**src/sv/ycbcr_brightness_adjust_defines.svh**
```systemverilog
// assertion macros shared by the brightness adjust rtl
`ifndef YCBCR_BRIGHTNESS_ADJUST_DEFINES_SVH
`define YCBCR_BRIGHTNESS_ADJUST_DEFINES_SVH

// same-cycle implication, sampled on aclk, off while in reset
`define YBA_ASSERT_IMP(name, ante, cons, msg) \
    name: assert property (@(posedge aclk) disable iff (!aresetn) (ante) |-> (cons)) \
        else $error(msg);

// next-cycle implication, sampled on aclk, off while in reset
`define YBA_ASSERT_NXT(name, ante, cons, msg) \
    name: assert property (@(posedge aclk) disable iff (!aresetn) (ante) |=> (cons)) \
        else $error(msg);

`endif

```
**src/sv/yba_pkg.sv**
```systemverilog
// shared constants and types of the brightness adjust block
`default_nettype none

package yba_pkg;

    // fraction bits of the fixed-point coefficients
    localparam int DEF_COEF_FRAC_BITS = 14;

    // pixel channel and packed pixel widths
    localparam int CHAN_W     = 8;
    localparam int PIX_DATA_W = 3 * CHAN_W;

    // luma offset register
    localparam int                 OFFSET_W     = 8;
    localparam logic [OFFSET_W-1:0] OFFSET_RESET = 8'd30;

    // pipeline depth: products, sums, chroma products, sums, clamp
    localparam int NUM_STAGES = 5;

    // stage load enables from control to datapath
    typedef struct packed {
        logic [NUM_STAGES-1:0] load;
    } yba_ctrl_t;

endpackage

`default_nettype wire

```
**src/sv/yba_datapath.sv**
```systemverilog
// five-stage fixed-point rgb to ycbcr, luma offset and back to rgb
`default_nettype none

module yba_datapath #(
    parameter int COEF_FRAC_BITS = yba_pkg::DEF_COEF_FRAC_BITS
) (
    input  wire logic                                 aclk,
    input  wire yba_pkg::yba_ctrl_t                   ctrl,
    input  wire logic        [yba_pkg::OFFSET_W-1:0]  luma_offset,
    input  wire logic        [yba_pkg::CHAN_W-1:0]    red_in,
    input  wire logic        [yba_pkg::CHAN_W-1:0]    green_in,
    input  wire logic        [yba_pkg::CHAN_W-1:0]    blue_in,
    output logic             [yba_pkg::CHAN_W-1:0]    red_out,
    output logic             [yba_pkg::CHAN_W-1:0]    green_out,
    output logic             [yba_pkg::CHAN_W-1:0]    blue_out
);

    localparam int F   = COEF_FRAC_BITS;
    localparam int CW  = F + 1;                  // unsigned coefficient
    localparam int P1W = CW + yba_pkg::CHAN_W;   // coefficient times channel
    localparam int YW  = F + 10;                 // signed luma
    localparam int CCW = F + 9;                  // signed chroma
    localparam int RW  = 2 * F + 11;             // signed reconstructed channel

    // coefficients, rounded half up
    localparam longint V_YR  = ((longint'(299)  << F) + 500) / 1000;
    localparam longint V_YG  = ((longint'(587)  << F) + 500) / 1000;
    localparam longint V_YB  = ((longint'(114)  << F) + 500) / 1000;
    localparam longint V_CBR = ((longint'(169)  << F) + 500) / 1000;
    localparam longint V_CBG = ((longint'(331)  << F) + 500) / 1000;
    localparam longint V_CBB = ((longint'(500)  << F) + 500) / 1000;
    localparam longint V_CRG = ((longint'(419)  << F) + 500) / 1000;
    localparam longint V_CRB = ((longint'(813)  << F) + 5000) / 10000;
    localparam longint V_RCR = ((longint'(1402) << F) + 500) / 1000;
    localparam longint V_GCR = ((longint'(714)  << F) + 500) / 1000;
    localparam longint V_GCB = ((longint'(344)  << F) + 500) / 1000;
    localparam longint V_BCB = ((longint'(1772) << F) + 500) / 1000;

    localparam logic [CW-1:0] K_YR  = CW'(V_YR);
    localparam logic [CW-1:0] K_YG  = CW'(V_YG);
    localparam logic [CW-1:0] K_YB  = CW'(V_YB);
    localparam logic [CW-1:0] K_CBR = CW'(V_CBR);
    localparam logic [CW-1:0] K_CBG = CW'(V_CBG);
    localparam logic [CW-1:0] K_HALF = CW'(V_CBB);
    localparam logic [CW-1:0] K_CRG = CW'(V_CRG);
    localparam logic [CW-1:0] K_CRB = CW'(V_CRB);

    // reconstruction coefficients as non-negative signed values
    localparam logic signed [CW:0] K_RCR = $signed({1'b0, CW'(V_RCR)});
    localparam logic signed [CW:0] K_GCR = $signed({1'b0, CW'(V_GCR)});
    localparam logic signed [CW:0] K_GCB = $signed({1'b0, CW'(V_GCB)});
    localparam logic signed [CW:0] K_BCB = $signed({1'b0, CW'(V_BCB)});

    // 255.0 with 2F fraction bits
    localparam logic signed [RW-1:0] CLAMP_TOP = $signed(RW'(255)) <<< (2 * F);

    // stage 1: coefficient times channel
    logic [P1W-1:0] p_yr_reg,  p_yg_reg,  p_yb_reg;
    logic [P1W-1:0] p_cbr_reg, p_cbg_reg, p_cbb_reg;
    logic [P1W-1:0] p_crr_reg, p_crg_reg, p_crb_reg;

    always_ff @(posedge aclk) begin
        if (ctrl.load[0]) begin
            p_yr_reg  <= K_YR   * red_in;
            p_yg_reg  <= K_YG   * green_in;
            p_yb_reg  <= K_YB   * blue_in;
            p_cbr_reg <= K_CBR  * red_in;
            p_cbg_reg <= K_CBG  * green_in;
            p_cbb_reg <= K_HALF * blue_in;
            p_crr_reg <= K_HALF * red_in;
            p_crg_reg <= K_CRG  * green_in;
            p_crb_reg <= K_CRB  * blue_in;
        end
    end

    // stage 2: luma with offset, chroma sums
    logic signed [YW-1:0]  off_term;
    logic signed [YW-1:0]  y_next, cb_sum, cr_sum;
    logic signed [CCW-1:0] cb_next, cr_next;
    logic signed [YW-1:0]  y2_reg;
    logic signed [CCW-1:0] cb2_reg, cr2_reg;

    always_comb begin
        off_term = $signed(YW'($signed(luma_offset))) <<< F;
        y_next   = $signed({1'b0, p_yr_reg}) + $signed({1'b0, p_yg_reg})
                 + $signed({1'b0, p_yb_reg}) + off_term;
        cb_sum   = $signed({1'b0, p_cbb_reg}) - $signed({1'b0, p_cbr_reg})
                 - $signed({1'b0, p_cbg_reg});
        cr_sum   = $signed({1'b0, p_crr_reg}) - $signed({1'b0, p_crg_reg})
                 - $signed({1'b0, p_crb_reg});
        cb_next  = cb_sum[CCW-1:0];
        cr_next  = cr_sum[CCW-1:0];
    end

    always_ff @(posedge aclk) begin
        if (ctrl.load[1]) begin
            y2_reg  <= y_next;
            cb2_reg <= cb_next;
            cr2_reg <= cr_next;
        end
    end

    // stage 3: coefficient times chroma, luma carried along
    logic signed [RW-1:0] p_rcr_reg, p_gcr_reg, p_gcb_reg, p_bcb_reg;
    logic signed [YW-1:0] y3_reg;

    always_ff @(posedge aclk) begin
        if (ctrl.load[2]) begin
            p_rcr_reg <= K_RCR * cr2_reg;
            p_gcr_reg <= K_GCR * cr2_reg;
            p_gcb_reg <= K_GCB * cb2_reg;
            p_bcb_reg <= K_BCB * cb2_reg;
            y3_reg    <= y2_reg;
        end
    end

    // stage 4: reconstructed channels with 2F fraction bits
    logic signed [RW-1:0] y_scaled;
    logic signed [RW-1:0] r_acc_next, g_acc_next, b_acc_next;
    logic signed [RW-1:0] r_acc_reg, g_acc_reg, b_acc_reg;

    always_comb begin
        y_scaled   = $signed(RW'(y3_reg)) <<< F;
        r_acc_next = y_scaled + p_rcr_reg;
        g_acc_next = y_scaled - p_gcr_reg - p_gcb_reg;
        b_acc_next = y_scaled + p_bcb_reg;
    end

    always_ff @(posedge aclk) begin
        if (ctrl.load[3]) begin
            r_acc_reg <= r_acc_next;
            g_acc_reg <= g_acc_next;
            b_acc_reg <= b_acc_next;
        end
    end

    // stage 5: clamp to 0..255 and keep the integer part
    function automatic logic [yba_pkg::CHAN_W-1:0] clamp_chan(
        input logic signed [RW-1:0] acc
    );
        logic [yba_pkg::CHAN_W-1:0] res;
        if (acc[RW-1]) begin
            res = '0;
        end else if (acc >= CLAMP_TOP) begin
            res = '1;
        end else begin
            res = acc[2*F +: yba_pkg::CHAN_W];
        end
        return res;
    endfunction

    logic [yba_pkg::CHAN_W-1:0] red_reg, green_reg, blue_reg;

    always_ff @(posedge aclk) begin
        if (ctrl.load[4]) begin
            red_reg   <= clamp_chan(r_acc_reg);
            green_reg <= clamp_chan(g_acc_reg);
            blue_reg  <= clamp_chan(b_acc_reg);
        end
    end

    assign red_out   = red_reg;
    assign green_out = green_reg;
    assign blue_out  = blue_reg;

endmodule

`default_nettype wire

```
**src/sv/ycbcr_brightness_adjust.sv**
```systemverilog
// top level: rgb brightness adjust through ycbcr with stream handshakes
//
//   channel  direction  payload                                   accepted when
//   s_       in         red_in, green_in, blue_in (24 bits)       s_tvalid & s_tready
//   m_       out        red_out, green_out, blue_out (24 bits)    m_tvalid & m_tready
//   cfg_     in         luma_offset (8 bits, signed)              cfg_valid & cfg_ready
//
// one pixel per cycle while s_tready is high; a pixel passes through five register
// stages, one each for channel products, ycbcr sums, chroma products, rgb sums and
// the clamp / output register.
// each stage has its own valid bit and holds while the stage after it is full,
// so input stalls only once all five stages hold pixels and m_tready is low.
// reset clears the valid bits and loads luma_offset with 30.
`default_nettype none

`include "ycbcr_brightness_adjust_defines.svh"

module ycbcr_brightness_adjust #(
    parameter int COEF_FRAC_BITS = yba_pkg::DEF_COEF_FRAC_BITS
) (
    input  wire logic                               aclk,
    input  wire logic                               aresetn,
    // input pixel
    input  wire logic                               s_tvalid,
    output logic                                    s_tready,
    input  wire logic [yba_pkg::PIX_DATA_W-1:0]     s_tdata,   // red_in, green_in, blue_in
    // adjusted pixel
    output logic                                    m_tvalid,
    input  wire logic                               m_tready,
    output logic      [yba_pkg::PIX_DATA_W-1:0]     m_tdata,   // red_out, green_out, blue_out
    // luma offset register write
    input  wire logic                               cfg_valid,
    output logic                                    cfg_ready,
    input  wire logic [yba_pkg::OFFSET_W-1:0]       cfg_data
);

    localparam int NS = yba_pkg::NUM_STAGES;
    localparam int CH = yba_pkg::CHAN_W;

    // luma offset register
    logic [yba_pkg::OFFSET_W-1:0] luma_offset_reg;

    assign cfg_ready = 1'b1;

    always_ff @(posedge aclk) begin
        if (!aresetn) begin
            luma_offset_reg <= yba_pkg::OFFSET_RESET;
        end else if (cfg_valid && cfg_ready) begin
            luma_offset_reg <= cfg_data;
        end
    end

    // stage valid bits and backpressure
    logic [NS-1:0]      valid_reg, valid_next, stage_rdy;
    yba_pkg::yba_ctrl_t ctrl;

    always_comb begin
        stage_rdy[NS-1] = !valid_reg[NS-1] || m_tready;
        for (int i = NS - 2; i >= 0; i--) begin
            stage_rdy[i] = !valid_reg[i] || stage_rdy[i+1];
        end
        valid_next[0] = stage_rdy[0] ? s_tvalid : valid_reg[0];
        for (int i = 1; i < NS; i++) begin
            valid_next[i] = stage_rdy[i] ? valid_reg[i-1] : valid_reg[i];
        end
        ctrl.load = stage_rdy;
    end

    always_ff @(posedge aclk) begin
        if (!aresetn) begin
            valid_reg <= '0;
        end else begin
            valid_reg <= valid_next;
        end
    end

    assign s_tready = stage_rdy[0];
    assign m_tvalid = valid_reg[NS-1];

    // arithmetic pipeline
    logic [CH-1:0] red_out, green_out, blue_out;

    yba_datapath #(
        .COEF_FRAC_BITS (COEF_FRAC_BITS)
    ) u_datapath (
        .aclk        (aclk),
        .ctrl        (ctrl),
        .luma_offset (luma_offset_reg),
        .red_in      (s_tdata[0*CH +: CH]),
        .green_in    (s_tdata[1*CH +: CH]),
        .blue_in     (s_tdata[2*CH +: CH]),
        .red_out     (red_out),
        .green_out   (green_out),
        .blue_out    (blue_out)
    );

    assign m_tdata = {blue_out, green_out, red_out};

    // occupancy and stall checks
    logic s_acc, m_acc;

    assign s_acc = s_tvalid && s_tready;
    assign m_acc = m_tvalid && m_tready;

    `YBA_ASSERT_IMP(a_stall_only_when_full, !s_tready, (&valid_reg) && !m_tready, "input stalled with a free stage")
    `YBA_ASSERT_NXT(a_fill_on_request, s_acc && !m_acc, $countones(valid_reg) == $past($countones(valid_reg)) + 1, "occupancy did not grow")
    `YBA_ASSERT_NXT(a_drain_on_result, m_acc && !s_acc, $countones(valid_reg) + 1 == $past($countones(valid_reg)), "occupancy did not shrink")
    `YBA_ASSERT_NXT(a_steady_on_both, s_acc && m_acc, $countones(valid_reg) == $past($countones(valid_reg)), "occupancy changed in flow")

endmodule

`default_nettype wire
```
**config.mk**
```make
export PLATFORM = sky130hd
export DESIGN_NAME = ycbcr_brightness_adjust
export DESIGN_NICKNAME = d
export VERILOG_FILES = /design/src/sv/yba_pkg.sv /design/src/sv/yba_datapath.sv /design/src/sv/ycbcr_brightness_adjust.sv
export VERILOG_INCLUDE_DIRS = /design/src /design/src/sv
export SDC_FILE = /design/constraint.sdc
export NUM_CORES = 2
export LEC_CHECK = 0
export BUFFER_PORTS_ARGS = -buffer_cell sky130_fd_sc_hd__buf_2
export CAP_MARGIN = 5
export CORE_MARGIN = 4
export CORE_UTILIZATION = 60
export CTS_BUF_LIST = sky130_fd_sc_hd__clkbuf_2
export CTS_CLUSTER_DIAMETER = 80
export CTS_CLUSTER_SIZE = 8
export DETAILED_ROUTE_END_ITERATION = 8
export GPL_ROUTABILITY_DRIVEN = 0
export PLACE_DENSITY_LB_ADDON = 0.2
export SLEW_MARGIN = 15
export SYNTH_ARGS = -nofsm -noshare
export SYNTH_HDL_FRONTEND = slang
export SYNTH_SLANG_ARGS = --single-unit
```
**constraint.sdc**
```tcl
create_clock -name aclk -period 8.4 [get_ports aclk]
set_input_delay 1.26 -clock aclk [delete_from_list [all_inputs] [get_ports aclk]]
set_output_delay 1.26 -clock aclk [all_outputs]
set_load 0.005 [all_outputs]
```
==> key figures <==
Status
  – Status: completed

Worst setup path
  – Worst path max stage delay: 0.60 ns
  – CP bufs+invs: 4
  – Largest delay share family, worst path: adder cells
  – Worst Setup End Kind: flip-flop
  – Worst Setup Start Kind: flip-flop
  – Worst Path Max Fanout: 6
  – Critical Path, Cell by Cell: ha_1, inv_1, fa_1, inv_1, fa_1, fa_1, fa_1, inv_1, fa_1, inv_1, ha_1, a21o_1, a21o_1, a21oi_1, o21ai_0, a21o_1, a211oi_1, o311a_1, o21bai_1, a21oi_1, xnor2_1
  – Critical Path AT: 7.40 ns
  – Most used cell, CP: fa_1
  – Crit Path Category: reg -> reg
  – Slowest CP cell: a211oi_1
  – Worst EP required: 9.27 ns

Final layout
  – Fillers: 7045
  – Layout area overhead: 4.39%
  – Ratio of cells with drive above 1 in the final layout: 0.0440
  – Final #Nets: 6726

Drt
  – First-pass iteration count of the detailed router: 7
  – DR DRC count: 0
  – 1st-iter DRT viols: 2094
  – DRT antenna net count: 0
  – Drt total wl: 117000 µm
  – Vias: 35100
  – Post-DR vias/cell: 5.47
  – WL/cell: 18.2 µm

Timing
  – Final period utilization: 0.778
  – Sum Neg Setup Slack: 0 ns
  – Fmax: 153 MHz
  – RSZ-0062 raised after global routing: no
  – Slew headroom: 0.309
  – Final setup violation count: 0
  – Period minus WS final: 6.53 ns
  – Worst slew pin tran: 1.02 ns
  – Final Hold Vio Count: 0
  – Worst Skew: 0.114 ns
  – Fin. max-slew vios: 0

Clocking
  – H-tree depth: 2
  – CTS Sinks: 424
  – CTS tree: done
  – Post-CTS setup buffer count: 0
  – Root buf cell: clkbuf_2
  – Clk slew on worst S/H paths: 0.17 ns
  – Cts hold-fix bufs: 0
  – Skew-Pair Late Insertion Delay: 1.15 ns
  – Clock buffer depth: 3
  – Num CTS Buffers: 61
  – Post-CTS Resized: 0

Global routing
  – Gr usage total: 0.265
  – Remaining Overflow, GRT: 0
  – Pin count of the biggest net entering global routing: 80
  – Vias in the first global route: 36400
  – Initial antenna violation count: 5
  – First-pass GRT wire length: 190000 µm

Synth
  – Post-synth ARST share: 0
  – Mapped Nets: 6622
  – Unique masters post-synth: 91
  – Top FF cell, synth: edfxtp_1
  – Post-synthesis register bit count: 424
  – Mapped cell area: 52200 µm²
  – Post-synth EDFFs: 411
  – Mean post-synth cell area: 10.2 µm²
  – Post-Syn Instances: 5132
  – Seq/Total Area, Yosys: 0.241
  – Yosys warnings: 0

Die
  – Cell Rows: 107
  – DIE WIDTH: 303 µm
  – Core Area: 85700 µm²
  – Die area: 91800 µm²
  – Die height: 303 µm
  – IO Count: 64
  – Initial core utilization: 0.609

Place
  – Port Buf Inserts: 62
  – DP HPWL: 101000 µm

Min path
  – Worst Hold Class: in -> reg

Run
  – # Max-Cap Violations: 0
-- worst paths after layout --
path,from,to,slack [ns],cells after the start
max,u_datapath.cr2_reg[14]$_DFFE_PP_,u_datapath.p_rcr_reg[35]$_DFFE_PP_,1.87,21
min,cfg_data[3],luma_offset_reg[3]$_SDFFE_PN1P_,0.33,3
min reg2reg,u_datapath.y2_reg[7]$_DFFE_PP_,u_datapath.y3_reg[7]$_DFFE_PP_,0.43,0
max reg2reg,u_datapath.cr2_reg[14]$_DFFE_PP_,u_datapath.p_rcr_reg[35]$_DFFE_PP_,1.87,21
-- cells in the final DEF, fill, tap and decap left out, drive strengths merged, types with 17 or more instances in the layout --
cell    netlist  layout
fa          555     555
nand2b       39      39
or3          20      20
a21o        131     131
inv        1275    1277
and3         19      19
nand4        26      26
xor2        121     121
or2          18      18
o21bai       68      68
nor3         60      60
nand3        53      53
o21a         60      60
xnor2       237     237
buf           6      69
a21boi       17      17
ha          898     898
nand2       164     164
nor2b        48      48
a31oi        24      24
o21ai       151     151
clkbuf       22      95
nor2        215     215
edfxtp      411     411
a21oi       286     286
-- cell usage after synthesis (6+ instances only) --
cell       instances  area, µm²
a211o_1            7       61.3
a211oi_1          13       97.6
a21boi_0          12       90.1
a21o_1           131        983
a21oi_1          279       1400
a21oi_2            7       61.3
a31o_2             7       61.3
a31oi_1           23        144
and2_1            12       75.1
and3_1            19        119
clkbuf_1          21       78.8
dfxtp_1           13        260
edfxtp_1         411      12300
fa_1             555      11100
ha_1             898      11200
inv_1           1275       4790
mux2i_1            8       80.1
nand2_1          164        616
nand2b_1          39        244
nand3_1           53        265
nand4_1           26        163
nor2_1           215        807
nor2b_1           48        300
nor3_1            58        290
nor4_1            11       68.8
o2111ai_1          8       70.1
o211ai_1          15        113
o21a_1            60        450
o21ai_0          124        621
o21ai_1           24        120
o21bai_1          68        510
o31a_1            11       96.3
o31ai_1           11       82.6
or2_2             16        100
or3_1             20        125
or4_1              6       45.0
xnor2_1          237       2080
xor2_1           121       1060
-- tightest hold or removal path, cell delays in order --
cell and delay (ns):
buf_2 0.07, nand2_1 0.04, o211ai_1 0.07
-- through the flow --
step            util  hold WS, ns  area (µm²)  worst slack [ns]  std cells
2_1_floorplan      -        0.400       52200              1.94       5132
3_3_place_gp   0.629        0.406       53900              2.12       6317
3_5_place_dp   0.629        0.405       53900              2.01       6317
4_1_cts        0.636        0.141       54500              1.97       6422
5_1_grt        0.636        0.215       54500              1.61       6423
6_report       0.636        0.327       54500              1.87       6424
-- kinds of logic (layout without fill, tap and decap cells) --
kind of cell | after synthesis | after routing | synth area share
AND/OR/NAND/NOR | 716 | 716 | 0.0669
buffers and inverters | 1303 | 1449 | 0.0939
adder cells (fa/ha/maj) | 1453 | 1453 | 0.428
multiplexers | 8 | 8 | 0.00153
other | 1 | 3 | 0.0000719
flip-flops | 424 | 424 | 0.241
AO/OA/AOI/OAI | 869 | 869 | 0.108
XOR/XNOR | 358 | 358 | 0.0601
-- metal layers --
metal  GRT usage  wire [µm]  vias to the layer above
met2       0.463      57400                      820
li1            -          -                    17100
met1       0.338      49100                    16900
met4       0.100       5240                        0
met5           0          0                        -
met3      0.0317       5430                      238
-- layout make-up --
class,count,area [µm²],share of cell area
Timing Repair Buffer,69,363,0.00666
Clock inverter,10,97.6,0.00179
Antenna cell,2,5.00,0.0000919
Clock buffer,95,475,0.00873
Multi-Input combinational cell,3405,34700,0.637
Sequential cell,424,12600,0.231
Inverter,1275,4790,0.0879
Tap cell,1144,1430,0.0263
Power is not shown: default switching activity piles up to over one toggle a cycle in this logic, so the estimate is an artifact.
